### src/design/rsa_pkg.sv
// Types and constants of the ring slot allocator
`timescale 1ns / 1ps
package rsa_pkg;

    localparam int SLOT_W  = 6;
    localparam int CNT_W   = 7;
    localparam int BYTES_W = 17;
    localparam int ADDR_W  = 32;
    localparam int PROD_W  = SLOT_W + BYTES_W;

    localparam logic [CNT_W-1:0]   RST_SLOTS   = 7'd64;
    localparam logic [BYTES_W-1:0] RST_BYTES   = 17'd4096;
    localparam logic [CNT_W-1:0]   INFLIGHT_MAX = 7'd64;

    typedef enum logic [1:0] {
        CMD_ALLOC = 2'd0,
        CMD_REG   = 2'd1,
        CMD_DONE  = 2'd2,
        CMD_NONE  = 2'd3
    } t_cmd;

    typedef enum logic [1:0] {
        CFG_SLOTS = 2'd0,
        CFG_BYTES = 2'd1,
        CFG_BASE  = 2'd2,
        CFG_SPARE = 2'd3
    } t_cfg_idx;

    typedef enum logic [1:0] {
        ST_IDLE,
        ST_SEARCH,
        ST_RECOUNT
    } t_state;

    typedef struct packed {
        logic              load;
        logic              shift;
        logic [SLOT_W-1:0] start;
        logic              set;
        logic              clr;
        logic [SLOT_W-1:0] slot;
        logic [CNT_W-1:0]  ring_n;
    } t_cell_ctl;

endpackage

### src/design/rsa_cell.sv
// One ring slot: dirty bit and probe token stage
`timescale 1ns / 1ps
module rsa_cell #(
    parameter int IDX = 0
) (
    input  logic              i_clk,
    input  logic              i_rst_n,
    input  rsa_pkg::t_cell_ctl i_ctl,
    input  logic              i_probe,
    output logic              o_probe,
    output logic              o_wrap,
    output logic              o_probe_dirty,
    output logic              o_sel_dirty
);
    import rsa_pkg::*;

    logic r_dirty;
    logic r_probe;
    logic n_dirty;
    logic n_probe;
    logic w_sel;
    logic w_last;

    assign w_sel  = (i_ctl.slot == SLOT_W'(IDX));
    assign w_last = (i_ctl.ring_n == CNT_W'(IDX + 1));

    always_comb begin
        n_dirty = r_dirty;
        if (w_sel && i_ctl.set) begin
            n_dirty = 1'b1;
        end else if (w_sel && i_ctl.clr) begin
            n_dirty = 1'b0;
        end
        n_probe = r_probe;
        if (i_ctl.load) begin
            n_probe = (i_ctl.start == SLOT_W'(IDX));
        end else if (i_ctl.shift) begin
            n_probe = i_probe;
        end
    end

    always_ff @(posedge i_clk) begin
        if (!i_rst_n) begin
            r_dirty <= 1'b0;
            r_probe <= 1'b0;
        end else begin
            r_dirty <= n_dirty;
            r_probe <= n_probe;
        end
    end

    assign o_probe       = r_probe & ~w_last;
    assign o_wrap        = r_probe & w_last;
    assign o_probe_dirty = r_probe & r_dirty;
    assign o_sel_dirty   = w_sel & r_dirty;

endmodule

### src/design/rsa_row.sv
// Row of slot cells with the probe ring and status gathering
`timescale 1ns / 1ps
module rsa_row #(
    parameter int DEPTH = 64
) (
    input  logic               i_clk,
    input  logic               i_rst_n,
    input  rsa_pkg::t_cell_ctl i_ctl,
    output logic               o_probe_dirty,
    output logic               o_sel_dirty
);
    import rsa_pkg::*;

    logic [DEPTH-1:0] w_probe_out;
    logic [DEPTH-1:0] w_wrap;
    logic [DEPTH-1:0] w_probe_dirty;
    logic [DEPTH-1:0] w_sel_dirty;
    logic [DEPTH-1:0] w_probe_in;

    assign w_probe_in[0] = |w_wrap;

    for (genvar g = 0; g < DEPTH; g++) begin : g_cell
        if (g > 0) begin : g_link
            assign w_probe_in[g] = w_probe_out[g-1];
        end
        rsa_cell #(
            .IDX(g)
        ) u_cell (
            .i_clk        (i_clk),
            .i_rst_n      (i_rst_n),
            .i_ctl        (i_ctl),
            .i_probe      (w_probe_in[g]),
            .o_probe      (w_probe_out[g]),
            .o_wrap       (w_wrap[g]),
            .o_probe_dirty(w_probe_dirty[g]),
            .o_sel_dirty  (w_sel_dirty[g])
        );
    end

    assign o_probe_dirty = |w_probe_dirty;
    assign o_sel_dirty   = |w_sel_dirty;

endmodule

### src/design/ring_slot_allocator.sv
// Ring slot allocator: next-fit slot grants over a ring of send buffers
//
// Register, complete and unused requests finish in the cycle they are taken,
// so their result is offered in the next cycle. An allocate request loads a
// probe token at the head cell of the slot chain; the token steps one cell
// per clock until it meets a clean slot or has tried every slot of the ring,
// which reports the ring full. Writing slots_in_use starts a recount pass
// that walks the token over all cells of the ring, during which neither
// requests nor further register writes are taken. One request is in work at
// a time; a request is taken only while the output register is empty or is
// being emptied in the same cycle, and a register write takes priority over
// a request offered in the same cycle.
`timescale 1ns / 1ps
module ring_slot_allocator #(
    parameter int MAX_SLOTS = 64
) (
    input  logic                        i_clk,
    input  logic                        i_rst_n,
    input  logic                        i_in_valid,
    output logic                        o_in_ready,
    input  logic [1:0]                  i_cmd,
    input  logic [rsa_pkg::SLOT_W-1:0]  i_slot,
    output logic                        o_out_valid,
    input  logic                        i_out_ready,
    output logic [rsa_pkg::SLOT_W-1:0]  o_granted_slot,
    output logic [rsa_pkg::ADDR_W-1:0]  o_granted_address,
    output logic                        o_full_res,
    output logic                        o_accepted,
    output logic [rsa_pkg::CNT_W-1:0]   o_free_count,
    output logic [rsa_pkg::CNT_W-1:0]   o_dirty_count,
    output logic [rsa_pkg::CNT_W-1:0]   o_peak_dirty,
    output logic [rsa_pkg::ADDR_W-1:0]  o_allocation_count,
    input  logic                        i_cfg_valid,
    output logic                        o_cfg_ready,
    input  logic [1:0]                  i_cfg_index,
    input  logic [rsa_pkg::ADDR_W-1:0]  i_cfg_data
);
    import rsa_pkg::*;

    localparam int DEPTH = (MAX_SLOTS < 64) ? MAX_SLOTS : 64;
    localparam logic [CNT_W-1:0] DEPTH_C = CNT_W'(DEPTH);

    t_state              r_state,  n_state;
    logic [CNT_W-1:0]    r_slots,  n_slots;
    logic [BYTES_W-1:0]  r_bytes,  n_bytes;
    logic [ADDR_W-1:0]   r_base,   n_base;
    logic [SLOT_W-1:0]   r_head,   n_head;
    logic [CNT_W-1:0]    r_free,   n_free;
    logic [CNT_W-1:0]    r_infl,   n_infl;
    logic [CNT_W-1:0]    r_peak,   n_peak;
    logic [ADDR_W-1:0]   r_total,  n_total;
    logic [SLOT_W-1:0]   r_pos,    n_pos;
    logic [CNT_W-1:0]    r_step,   n_step;
    logic [CNT_W-1:0]    r_sum,    n_sum;

    logic                r_out_valid, n_out_valid;
    logic [SLOT_W-1:0]   r_gslot,  n_gslot;
    logic [ADDR_W-1:0]   r_gaddr,  n_gaddr;
    logic                r_full,   n_full;
    logic                r_acc,    n_acc;
    logic [CNT_W-1:0]    r_free_o, n_free_o;
    logic [CNT_W-1:0]    r_infl_o, n_infl_o;
    logic [CNT_W-1:0]    r_peak_o, n_peak_o;
    logic [ADDR_W-1:0]   r_total_o, n_total_o;

    t_cell_ctl           w_ctl;
    logic                w_probe_dirty;
    logic                w_sel_dirty;
    logic [CNT_W-1:0]    w_ring_n;
    logic [SLOT_W-1:0]   w_start;
    logic                w_out_free;
    logic                w_in_ready;
    logic                w_cfg_ready;
    logic [SLOT_W-1:0]   w_calc_slot;
    logic [PROD_W-1:0]   w_prod;
    logic [ADDR_W-1:0]   w_addr;
    logic [CNT_W-1:0]    w_pos_inc;
    logic [CNT_W-1:0]    w_step_inc;
    logic [CNT_W-1:0]    w_sum_inc;

    assign w_ring_n   = (r_slots == '0) ? CNT_W'(1) :
                        ((r_slots > DEPTH_C) ? DEPTH_C : r_slots);
    assign w_start    = (CNT_W'(r_head) < w_ring_n) ? r_head : '0;
    assign w_out_free = ~r_out_valid | i_out_ready;
    assign w_pos_inc  = CNT_W'(r_pos) + CNT_W'(1);
    assign w_step_inc = r_step + CNT_W'(1);
    assign w_sum_inc  = r_sum + CNT_W'(w_probe_dirty);
    assign w_calc_slot = (r_state == ST_SEARCH) ? r_pos : i_slot;
    assign w_prod     = PROD_W'(w_calc_slot) * PROD_W'(r_bytes);
    assign w_addr     = r_base + ADDR_W'(w_prod);

    rsa_row #(
        .DEPTH(DEPTH)
    ) u_row (
        .i_clk        (i_clk),
        .i_rst_n      (i_rst_n),
        .i_ctl        (w_ctl),
        .o_probe_dirty(w_probe_dirty),
        .o_sel_dirty  (w_sel_dirty)
    );

    always_comb begin
        n_state     = r_state;
        n_slots     = r_slots;
        n_bytes     = r_bytes;
        n_base      = r_base;
        n_head      = r_head;
        n_free      = r_free;
        n_infl      = r_infl;
        n_peak      = r_peak;
        n_total     = r_total;
        n_pos       = r_pos;
        n_step      = r_step;
        n_sum       = r_sum;
        n_out_valid = r_out_valid & ~i_out_ready;
        n_gslot     = r_gslot;
        n_gaddr     = r_gaddr;
        n_full      = r_full;
        n_acc       = r_acc;
        n_free_o    = r_free_o;
        n_infl_o    = r_infl_o;
        n_peak_o    = r_peak_o;
        n_total_o   = r_total_o;
        w_in_ready  = 1'b0;
        w_cfg_ready = 1'b0;
        w_ctl        = '0;
        w_ctl.ring_n = w_ring_n;
        w_ctl.slot   = i_slot;
        w_ctl.start  = w_start;

        case (r_state)
            ST_IDLE: begin
                w_cfg_ready = 1'b1;
                w_in_ready  = w_out_free & ~i_cfg_valid;
                if (i_cfg_valid) begin
                    case (i_cfg_index)
                        CFG_SLOTS: begin
                            n_slots     = i_cfg_data[CNT_W-1:0];
                            w_ctl.load  = 1'b1;
                            w_ctl.start = '0;
                            n_step      = '0;
                            n_sum       = '0;
                            n_state     = ST_RECOUNT;
                        end
                        CFG_BYTES: n_bytes = i_cfg_data[BYTES_W-1:0];
                        CFG_BASE:  n_base  = i_cfg_data;
                        default:   n_base  = r_base;
                    endcase
                end else if (i_in_valid && w_out_free) begin
                    if (i_cmd == CMD_ALLOC) begin
                        w_ctl.load = 1'b1;
                        n_pos      = w_start;
                        n_step     = '0;
                        n_state    = ST_SEARCH;
                    end else begin
                        n_acc = 1'b0;
                        case (i_cmd)
                            CMD_REG: begin
                                if (CNT_W'(i_slot) < w_ring_n && !w_sel_dirty) begin
                                    w_ctl.set = 1'b1;
                                    n_acc     = 1'b1;
                                    if (r_free != '0) begin
                                        n_free = r_free - CNT_W'(1);
                                    end
                                    if (r_infl < INFLIGHT_MAX) begin
                                        n_infl = r_infl + CNT_W'(1);
                                    end
                                    if (n_infl > r_peak) begin
                                        n_peak = n_infl;
                                    end
                                end
                            end
                            CMD_DONE: begin
                                if (CNT_W'(i_slot) < DEPTH_C && w_sel_dirty) begin
                                    w_ctl.clr = 1'b1;
                                    n_acc     = 1'b1;
                                    if (CNT_W'(i_slot) < w_ring_n && r_free < w_ring_n) begin
                                        n_free = r_free + CNT_W'(1);
                                    end
                                    if (r_infl != '0) begin
                                        n_infl = r_infl - CNT_W'(1);
                                    end
                                end
                            end
                            default: n_acc = 1'b0;
                        endcase
                        n_out_valid = 1'b1;
                        n_gslot     = i_slot;
                        n_gaddr     = w_addr;
                        n_full      = 1'b0;
                        n_free_o    = n_free;
                        n_infl_o    = n_infl;
                        n_peak_o    = n_peak;
                        n_total_o   = r_total;
                    end
                end
            end
            ST_SEARCH: begin
                if (!w_probe_dirty || w_step_inc == w_ring_n) begin
                    if (w_out_free) begin
                        n_total     = r_total + ADDR_W'(1);
                        n_out_valid = 1'b1;
                        n_free_o    = r_free;
                        n_infl_o    = r_infl;
                        n_peak_o    = r_peak;
                        n_total_o   = n_total;
                        n_state     = ST_IDLE;
                        if (!w_probe_dirty) begin
                            n_gslot = r_pos;
                            n_gaddr = w_addr;
                            n_full  = 1'b0;
                            n_acc   = 1'b1;
                            n_head  = (w_pos_inc == w_ring_n) ? '0 : w_pos_inc[SLOT_W-1:0];
                        end else begin
                            n_gslot = '0;
                            n_gaddr = '0;
                            n_full  = 1'b1;
                            n_acc   = 1'b0;
                        end
                    end
                end else begin
                    w_ctl.shift = 1'b1;
                    n_step      = w_step_inc;
                    n_pos       = (w_pos_inc == w_ring_n) ? '0 : w_pos_inc[SLOT_W-1:0];
                end
            end
            ST_RECOUNT: begin
                if (w_step_inc == w_ring_n) begin
                    n_free  = w_ring_n - w_sum_inc;
                    n_state = ST_IDLE;
                end else begin
                    w_ctl.shift = 1'b1;
                    n_step      = w_step_inc;
                    n_sum       = w_sum_inc;
                end
            end
            default: n_state = ST_IDLE;
        endcase
    end

    always_ff @(posedge i_clk) begin
        if (!i_rst_n) begin
            r_state     <= ST_IDLE;
            r_slots     <= RST_SLOTS;
            r_bytes     <= RST_BYTES;
            r_base      <= '0;
            r_head      <= '0;
            r_free      <= DEPTH_C;
            r_infl      <= '0;
            r_peak      <= '0;
            r_total     <= '0;
            r_out_valid <= 1'b0;
        end else begin
            r_state     <= n_state;
            r_slots     <= n_slots;
            r_bytes     <= n_bytes;
            r_base      <= n_base;
            r_head      <= n_head;
            r_free      <= n_free;
            r_infl      <= n_infl;
            r_peak      <= n_peak;
            r_total     <= n_total;
            r_out_valid <= n_out_valid;
        end
    end

    always_ff @(posedge i_clk) begin
        r_pos     <= n_pos;
        r_step    <= n_step;
        r_sum     <= n_sum;
        r_gslot   <= n_gslot;
        r_gaddr   <= n_gaddr;
        r_full    <= n_full;
        r_acc     <= n_acc;
        r_free_o  <= n_free_o;
        r_infl_o  <= n_infl_o;
        r_peak_o  <= n_peak_o;
        r_total_o <= n_total_o;
    end

    assign o_in_ready         = w_in_ready;
    assign o_cfg_ready        = w_cfg_ready;
    assign o_out_valid        = r_out_valid;
    assign o_granted_slot     = r_gslot;
    assign o_granted_address  = r_gaddr;
    assign o_full_res         = r_full;
    assign o_accepted         = r_acc;
    assign o_free_count       = r_free_o;
    assign o_dirty_count      = r_infl_o;
    assign o_peak_dirty       = r_peak_o;
    assign o_allocation_count = r_total_o;

endmodule

### config.mk
export PLATFORM = sky130hd
export DESIGN_NAME = ring_slot_allocator
export DESIGN_NICKNAME = d
export VERILOG_FILES = /design/src/design/rsa_pkg.sv /design/src/design/rsa_cell.sv /design/src/design/rsa_row.sv /design/src/design/ring_slot_allocator.sv
export SDC_FILE = /design/constraint.sdc
export NUM_CORES = 1
export LEC_CHECK = 0
export ABC_AREA = 0
export BUFFER_PORTS_ARGS = -buffer_cell sky130_fd_sc_hd__buf_2
export CORE_ASPECT_RATIO = 0.6
export CORE_MARGIN = 2
export CORE_UTILIZATION = 45
export DETAILED_ROUTE_END_ITERATION = 10
export GPL_TIMING_DRIVEN = 0
export PLACE_DENSITY = 0.58
export SYNTH_ARGS = -nofsm -noshare
export SYNTH_HDL_FRONTEND = slang
export SYNTH_SLANG_ARGS = --single-unit
### constraint.sdc
create_clock -name i_clk -period 9.7 [get_ports i_clk]
set_input_delay 1.94 -clock i_clk [delete_from_list [all_inputs] [get_ports i_clk]]
set_output_delay 1.94 -clock i_clk [all_outputs]
set_load 0.005 [all_outputs]
Yosys cells after proc, flatten, opt, wreduce, memory -nomap -nowiden
Index checks and enable logic that the tools add are counted.
{ "classes": {"add_sub_neg": 10, "multipliers": 1, "magnitude_cmp": 6, "eq_ne": 212, "mux": 384, "n_bitwise": 326, "reduce_logical": 225} }
{ "op_table": {"columns": ["operator", "count"], "rows": [
  ["$eq 6x6->1 const B", 64],
  ["$mux 32", 11],
  ["$mux 7", 43],
  ["$mux 1", 286],
  ["$and 1x1->1", 257],
  ["$eq 7x6->1 const B", 32],
  ["$eq 6x5->1 const B", 32],
  ["$reduce_or 64->1", 3],
  ["$reduce_bool 2->1", 67],
  ["$logic_and 1x1->1", 131],
  ["$pmux 32 s2", 2],
  ["$eq 7x5->1 const B", 16],
  ["$pmux 7 s2", 7],
  ["$eq 6x4->1 const B", 16],
  ["$mux 6", 15],
  ["$not 1->1", 68],
  ["$eq 7x4->1 const B", 8],
  ["$eq 6x3->1 const B", 8],
  ["$add 32x1->32 const B", 1],
  ["$add 32x23->32", 1],
  ["$eq 7x3->1 const B", 4],
  ["$eq 6x2->1 const B", 4],
  ["$pmux 6 s2", 2],
  ["$mul 6x17->23", 1],
  ["other kinds (38)", 85]
]} }
{ "word_totals": {"regBits": 359, "input_bits": 47, "output_inout_bits": 96, "elab_cells": 1313} }

Logic depth before layout (Yosys ltp)
Gate-level depths: netlist (run 1).
{ "logic_depth": {"ltp_word": 19, "depth_mapped": 24, "mapped_depth_nobuf": 22} }

Cells and area by module
From an unflattened synthesis (run 1), not the netlist that was laid out.
{ "hier_totals": {"hier_cells": 3166, "hier_area_um2": 27685.3} }
{ "modules_own_cells": {"columns": ["module", "n_inst", "cells_each", "area_per_inst_um2", "seq_area_each_um2"], "rows": [
  ["ring_slot_allocator", 1, 1800, 16341.9, 5755.5],
  ["rsa_cell at u_row.g_cell[22].u_cell ...", 6, 20, 186.4, 40.0],
  ["rsa_cell at u_row.g_cell[0].u_cell ...", 7, 21, 157.7, 40.0],
  ["rsa_cell at u_row.g_cell[18].u_cell ...", 6, 20, 173.9, 40.0],
  ["rsa_cell at u_row.g_cell[21].u_cell ...", 4, 20, 188.9, 40.0],
  ["rsa_cell at u_row.g_cell[27].u_cell ...", 4, 20, 158.9, 40.0],
  ["rsa_row", 1, 63, 416.6, 0.0],
  ["rsa_cell at u_row.g_cell[23].u_cell ...", 2, 21, 191.4, 40.0],
  ["rsa_cell at u_row.g_cell[28].u_cell ...", 2, 20, 187.7, 40.0],
  ["rsa_cell at u_row.g_cell[19].u_cell ...", 2, 21, 185.2, 40.0],
  ["rsa_cell at u_row.g_cell[30].u_cell ...", 2, 20, 183.9, 40.0],
  ["rsa_cell at u_row.g_cell[17].u_cell ...", 2, 19, 180.2, 40.0],
  ["rsa_cell at u_row.g_cell[16].u_cell ...", 2, 19, 175.2, 40.0],
  ["rsa_cell at u_row.g_cell[52].u_cell ...", 2, 19, 171.4, 40.0],
  ["17 more rows", null, null, null, null]
]} }

Worst setup path after synthesis (run 1)
No wires, ideal clock.
{ "synth_timing": {"path_type": "input -> register", "startpoint": "input i_slot[0] (netlist name)", "endpoint": "register r_gaddr[26], in the netlist o_granted_address[26] (data pin)", "setup_ns": 0.266, "arrival_ns": 7.498, "t_required_ns": 9.434, "setup_slack_ns": 1.936, "stages": 22, "n_path_buf": 5, "cell_sequence": "buf_4 > buf_2 > buf_2 > clkbuf_1 > mux2i_1 > clkbuf_1 > nor2b_1 > fa_1 > fa_1 > fa_1 > inv_1 > fa_1 > inv_1 > ha_1 > a21o_1 > a211o_1 > a211oi_1 > o31ai_1 > o41ai_1 > nor2_1 > xnor2_1 > nor2_1"} }
{ "synth_between": {"elab_chain_len": 7, "word_cells_on_any_way": 10, "cone_classes": "add/sub (1); mul (1); mux (8)"} }
{ "synth_lines": {"columns": ["item", "line", "rtl"], "rows": [
  ["from (decl)", "ring_slot_allocator.sv:22", "input logic [rsa_pkg::SLOT_W-1:0] i_slot,"],
  ["$mux 6 *", "ring_slot_allocator.sv:88", "assign w_calc_slot = (r_state == ST_SEARCH) ? r_pos : i_slot;"],
  ["$mul 6x17->23 *", "ring_slot_allocator.sv:89", "assign w_prod = PROD_W'(w_calc_slot) * PROD_W'(r_bytes);"],
  ["$add 32x23->32 *", "ring_slot_allocator.sv:90", "assign w_addr = r_base + ADDR_W'(w_prod);"],
  ["$mux 32, on equally long branches", "ring_slot_allocator.sv:208, ring_slot_allocator.sv:150", null],
  ["$mux 32, on equally long branches", "ring_slot_allocator.sv:200, ring_slot_allocator.sv:149", null],
  ["$mux 32, on equally long branches", "ring_slot_allocator.sv:199, ring_slot_allocator.sv:135", null],
  ["$pmux 32 s2 *", "ring_slot_allocator.sv:131", "case (r_state)"],
  ["named net n_gaddr[26]", "ring_slot_allocator.sv:58", "logic [ADDR_W-1:0] r_gaddr, n_gaddr;"],
  ["to (signal assigned)", "ring_slot_allocator.sv:272", "r_gaddr <= n_gaddr;"],
  ["to (decl)", "ring_slot_allocator.sv:58", null]
]} }
Mark *: on every way through the listed nets, which the timed path passes. The rest lies on a longest branch. The select of a mux whose other input is x is not followed.
A chain may end at the register's enable or synchronous reset.

Worst setup path in the final report (run 1)
{ "layout_timing": {"startpoint": "input i_slot[2] (netlist name)", "endpoint": "register r_gaddr[26], in the netlist o_granted_address[26] (data pin)"} }
Same word-level chain as after synthesis.

==> results.py, run 1 <==
metrics = {
    "run_status": {
        "status": "complete, but fails checks",
        "violations": "capacitance limit, slew limit",
    },
    "drt": {
        "drtIter0Drc": 2898,
        "drcViolationCount": 0,
        "dr.pass1.iters": 7,
        "wl_per_cell_um": 26.6,
        "routed_via_density": 6.31,
        "wirelength_mm": 95.2,
        "detail-route-antenna-nets": 0,
        "vias": 22620,
    },
    "layout": {
        "fillers": 4830,
        "regArea_sq_um": 8320,
        "post_route_cells_drive_above_1_share_pct": 9.45,
        "areaGrowthSynthToFinish_pct": 12.5,
        "nNetsFinal": 3075,
        "diodes": 0,
        "multiInputGateArea_sq_um": 13700,
    },
    "logic_synthesis": {
        "synth_area_leader_cell": "dfxtp_1",
        "yosysSeqAreaShare_pct": 35.7,
        "async_reset_ff_share_pct": 0,
        "synth_area_per_cell_sq_um": 8.69,
        "synth-edff-count": 113,
        "synth.distinct_cells": 95,
        "synth_fp_nets": 2895,
        "synthCells": 2679,
        "syn_area_sq_um": 23300,
        "ys_seq_elements": 359,
        "synth_area_leaders": "dfxtp_1, edfxtp_1, fa_1",
        "yosysTopAreaCellShare_pct": 21.2,
        "yosysWarnings": 0,
        "synth_ff_type": "dfxtp_1",
    },
    "critical_path": {
        "cp-start-kind": "input port",
        "crit_path_max_fanout": 10,
        "critical_path_class": "in2reg",
        "crit_chain": "buf_2 -> buf_2 -> buf_2 -> clkbuf_1 -> mux2i_1 -> clkbuf_1 -> nor2b_1 -> fa_1 -> fa_1 -> fa_1 -> inv_1 -> fa_1 -> inv_1 -> ha_1 -> a21o_1 -> a211o_1 -> a211oi_1 -> o31ai_1 -> o41ai_2 -> nor2_1 -> xnor2_1 -> nor2_1",
        "slowest_delay_ns": 0.99,
        "cpMostUsedCell": "fa_1",
        "cp_slowest_cell": "mux2i_1",
        "required_ns": 10.00,
        "worstPathArrival_ns": 9.73,
        "endpoint_kind": "flop",
    },
    "global_routing": {
        "grt_pass1_wl_mm": 140,
        "grt_max_degree": 61,
        "grt_overflow_total": 0,
        "grt_pass1_vias": 21422,
        "grt_antenna_before_repair": 1,
        "grt_usage_pct": 34.8,
    },
    "job": {
        "cap_violations": 1,
    },
    "timing": {
        "hold_viol_final": 0,
        "finalClockSkew_ns": 0.0202,
        "fin_crit_ns": 9.43,
        "rsz0062_at_grt": "false",
        "max_freq_mhz": 106,
        "worstMarginPinSlew_ns": 1.55,
        "tns_ns": 0,
        "setup_viol": 0,
        "min_period_over_period_pct": 97.2,
        "hold_ws_ns": 0.457,
        "maxSlewHeadroom_pct": -3.95,
        "slew_viol_final": 7,
    },
    "floorplanning": {
        "pin_count": 143,
        "design.die.area_sq_um": 53600,
        "die_x_um": 298,
        "core-area_sq_um": 51000,
        "placementRows": 64,
        "initial_core_util_pct": 45.6,
        "die_h_um": 180,
    },
    "power": {
        "p_per_area_nw_per_um2": 159,
        "leakage_nw": 10.0,
        "vdd_ir_drop_max_uv": 130,
    },
    "clock_network": {
        "clockRootBuffer": "clkbuf_16",
        "clock-sinks": 359,
        "cts.clk_slew.worst_paths_ns": 0.06,
        "htree_levels": 2,
        "clk_path_buf_depth": 3,
        "cts_buffers": 38,
        "cts_tree": "done",
        "clk_latency_ns": 0.57,
    },
    "placed_design": {
        "place_hpwl_mm": 74.3,
        "place_congestion": 1.05,
        "portBuffers": 138,
    },
    "hold_path": {
        "hp-class": "reg2reg",
    },
}
==> through the flow <==
stage	power, mW	cell area [sq um]	worst slack, ns	std cells	util (%)
after global routing	4.32	26200	0.0366	3582	51.3
after detailed placement	2.59	24900	-0.518	3511	48.8
final	4.18	26200	0.270	3582	51.3
after global placement	2.58	24800	-0.436	3510	48.7
after CTS	4.15	26200	0.0250	3581	51.3
after floorplan	2.27	23300	1.94	2679	-
==> layout make-up <==
class	instances	share of cell area [%]
plain buffers	168	2.59
inverters	175	2.51
multi-input cells	1977	52.1
repair buffers	140	2.76
flip-flops and latches	359	31.8
clock inverters	15	0.850
clock buffers	55	4.10
well taps	693	3.31
==> final timing paths <==
kind | from | endpoint | slack [ns] | cells after the start
max | i_slot[2] | o_granted_address[26] | 0.27 | 22
min | r_base[17] | r_base[17] | 0.46 | 2
max reg2reg | r_state[1] | o_granted_address[26] | 0.70 | 22
min reg2reg | r_base[17] | r_base[17] | 0.46 | 2
==> layout by cell type, fill, tap and decap left out, drive strengths merged, types with 27 or more instances in the layout <==
cell type  instances
nor2             194
o211ai            81
dfxtp            246
o21ai            188
a21oi            160
ha                87
nand2            267
xnor2             65
clkbuf           193
nand3             82
edfxtp           113
or3               27
inv              176
nor2b            109
nor3              62
buf              170
xor2              41
fa                82
nand4             29
a211oi            42
nand2b            41
a31oi             31
mux2i             27
==> routing by layer <==
| layer | GRT usage (%) | vias up | share of wire, % |
|---|---|---|---|
| met2 | 44.5 | 1391 | 37 |
| met5 | 1.23 | - | 0.091 |
| met4 | 6.36 | 4 | 1.8 |
| met3 | 13.8 | 129 | 14 |
| li1 | - | 9965 | - |
| met1 | 53.9 | 11131 | 47 |
==> state kept, by name (all words and copies together), names as in the netlist, 2 cells and up <==
name,cells
r_infl,7
r_step,7
r_peak,7
o_allocation_count,32
u_row.g_cell.u_cell.r_dirty,64
o_peak_dirty,7
o_granted_address,32
r_free,7
r_head,6
r_total,32
r_pos,6
r_slots,7
u_row.g_cell.u_cell.r_probe,64
o_dirty_count,7
o_granted_slot,6
r_state,2
r_bytes,17
r_sum,7
o_free_count,7
r_base,32
==> timing repair <==
action                                  in CTS  in global routing
hold buffers                                 0                  0
buffers inserted                             0                  0
endpoints found under the setup margin       0                  4
resized for setup                            0                  2
==> cell families after synthesis <==
| logic type | Yosys count | share of synthesized area, % |
|---|---|---|
| xor gates and xnor gates | 110 | 4.37 |
| DFF | 359 | 35.7 |
| buffers and inverters | 343 | 5.73 |
| and+or+nand+nor | 930 | 20.0 |
| muxes | 35 | 1.60 |
| adders and majority gates | 169 | 11.7 |
| AOI/OAI and AO/OA | 733 | 20.9 |
==> worst max-delay path, delay by kind of cell <==
kind	cells	cell delay (ns)
mux	1	0.99
fa+ha+maj	5	2.45
simple gates	3	0.37
xor+xnor	1	0.21
buf+inv	7	1.72
compound gates	5	2.03
==> power by group <==
part           internal (mW)  leakage [nW]  switching (mW)  total, mW
combinational          0.275          6.31           0.555      0.830
sequential              1.66          3.09           0.103       1.76
clock                  0.910         0.630           0.672       1.58
total                   2.85          10.0            1.33       4.18
==> Yosys cell counts (all sizes together) (12+ instances only) <==
library cell	count
nand2	267
dfxtp	246
nor2	194
o21ai	188
inv	174
a21oi	160
clkbuf	137
edfxtp	113
nor2b	109
ha	87
fa	82
nand3	82
o211ai	81
xnor2	65
nor3	62
a211oi	42
nand2b	41
xor2	41
a31oi	31
buf	31
nand4	29
mux2i	27
or3	27
a22oi	24
a32oi	24
a21o	22
and3	20
and2	16
o211a	16
or2	16
a22o	15
o221ai	15
o22a	15
a221oi	14
nor4	14
o21a	12
Power figures use the tool's default switching activity.
==> run 2, diff against run 1 <==
SYNTH_HIERARCHICAL = 1   (was default)
==> results.py, run 2 <==
metrics = {
    "clock_network": {
        "htree_levels": 2,
        "clock-sinks": 359,
        "cts_resized": 0,
        "cts_buffers": 41,
        "ctsHoldBuffers": 0,
        "cts_tree": "done",
        "clk_path_buf_depth": 3,
        "clk_latency_ns": 0.58,
        "cts.clk_slew.worst_paths_ns": 0.06,
        "clockRootBuffer": "clkbuf_16",
        "cts_setup_buffers": 0,
    },
    "critical_path": {
        "critical_path_class": "in2reg",
        "worstPathArrival_ns": 8.75,
        "crit_path_max_fanout": 52,
        "r2r-end": "o_granted_address[27]",
        "cp-start-kind": "input port",
        "endpoint_kind": "flop",
        "r2r_cells": 21,
        "reg2reg_from": "r_state[1]",
        "cp-startpoint": "i_slot[5]",
        "regToRegSetupSlack_ns": 1.50,
        "required_ns": 10.03,
    },
    "global_routing": {
        "grt_overflow_total": 0,
        "grt_pass1_wl_mm": 140,
        "grt_max_degree": 117,
        "grt_antenna_before_repair": 2,
        "grt_pass1_vias": 24524,
        "grt_usage_pct": 27.3,
    },
    "run_status": {
        "status": "completed",
    },
    "layout": {
        "fillers": 5663,
        "utilization_pct": 51.8,
        "multiInputGateArea_sq_um": 18000,
        "design_area_sq_um": 31500,
        "areaGrowthSynthToFinish_pct": 13.9,
        "regArea_sq_um": 8320,
        "nNetsFinal": 3596,
        "fin_cells": 4242,
        "largestRegisters": "u_row/g_cell.u_cell/r_dirty x64, u_row/g_cell.u_cell/r_probe x64",
        "post_route_cells_drive_above_1_share_pct": 13.3,
        "final_cell_mix": "nand2_1, inv_1, dfxtp_1",
        "final_common_cell": "nand2_1",
    },
    "placed_design": {
        "post-place-ws_ns": 0.924,
        "dp_cells": 4165,
        "place_congestion": 0.904,
        "place_hpwl_mm": 61.5,
        "portBuffers": 142,
        "place_area_sq_um": 30100,
    },
    "timing": {
        "hold_viol_final": 0,
        "rsz0062_at_grt": "false",
        "maxSlewHeadroom_pct": 33.6,
        "finalClockSkew_ns": 0.0280,
        "fin_crit_ns": 8.42,
        "setup_slack_ns": 1.28,
        "worstMarginPinSlew_ns": 0.997,
        "min_period_over_period_pct": 86.8,
        "setup_viol": 0,
        "slew_viol_final": 0,
        "tns_ns": 0,
        "max_freq_mhz": 119,
    },
    "floorplanning": {
        "core-area_sq_um": 60900,
        "design.die.area_sq_um": 63600,
        "placementRows": 70,
        "initial_core_util_pct": 45.5,
        "die_h_um": 196,
        "pin_count": 143,
        "die_x_um": 324,
    },
    "drt": {
        "drcViolationCount": 0,
        "routed_via_density": 6.09,
        "drtIter0Drc": 2564,
        "dr.pass1.iters": 6,
        "vias": 25825,
        "wirelength_mm": 88.3,
        "detail-route-antenna-nets": 0,
        "wl_per_cell_um": 20.8,
    },
    "logic_synthesis": {
        "synthCells": 3165,
        "yosysWarnings": 6,
        "syn_area_sq_um": 27700,
        "synth_fp_nets": 3381,
        "synth_area_per_cell_sq_um": 8.75,
    },
    "hold_path": {
        "hold-path-endpoint": "r_base[3]",
        "hp-class": "reg2reg",
        "whs_path_depth": 2,
        "hp-start": "r_base[3]",
    },
    "power": {
        "vdd_ir_drop_max_uv": 112,
        "p_per_area_nw_per_um2": 151,
        "leakage_nw": 11.5,
    },
    "job": {
        "cap_violations": 0,
    },
}
[run 2: through the flow]
stage / hold slack [ns] / power (mW)
after floorplan: 0.435 / 2.61
after global placement: 0.441 / 3.04
after detailed placement: 0.449 / 3.09
after CTS: 0.458 / 4.76
after global routing: 0.477 / 4.98
final: 0.458 / 4.75
[run 2: worst max-delay path: stages]
cell,delay (ns)
buf_4,0.28
nor2b_1,0.23
a21oi_1,0.69
clkbuf_1,0.54
nor2b_1,0.15
fa_1,0.53
fa_1,0.52
fa_1,0.57
inv_1,0.06
fa_1,0.51
inv_1,0.04
ha_1,0.34
nand3_1,0.17
or2_2,0.33
a211oi_1,0.54
nor2_1,0.29
o311ai_4,0.59
a31oi_1,0.16
a41o_1,0.24
[run 2: layout make-up]
cell class,count,area share [%]
sequential,359,26.4
inverter,273,3.25
timing repair buffer,172,4.29
antenna,1,0.00794
clock inverter,16,0.508
tap,828,3.29
multi-input combinational,2443,57.1
clock buffer,60,3.94
buffer,90,1.28
[run 2: report_power, final]
group          switching (mW)  total (mW)  internal (mW)
clock                   0.694        1.66          0.969
combinational           0.817        1.28          0.461
sequential             0.0988        1.81           1.71
[run 2: how the worst max path moves through the flow]
stage | slack [ns] | to | cells after the start
after floorplan | 0.64 | u_row/g_cell[0].u_cell/r_probe | 9
after global placement | -4.76 | u_row/g_cell[25].u_cell/r_probe | 9
after detailed placement | 0.92 | o_granted_address[27] | 19
after CTS | 1.50 | o_granted_address[29] | 19
after global routing | 0.97 | o_granted_address[27] | 19
final | 1.28 | o_granted_address[27] | 19
[run 2: metal layers]
metal  share of wire, %  global-route usage [%]  wire length (um)
met4                1.3                    4.51              1120
met1                 50                    43.0             43800
met2                 42                    39.5             37200
met3                7.0                    4.03              6190
met5                  0                       0                 0
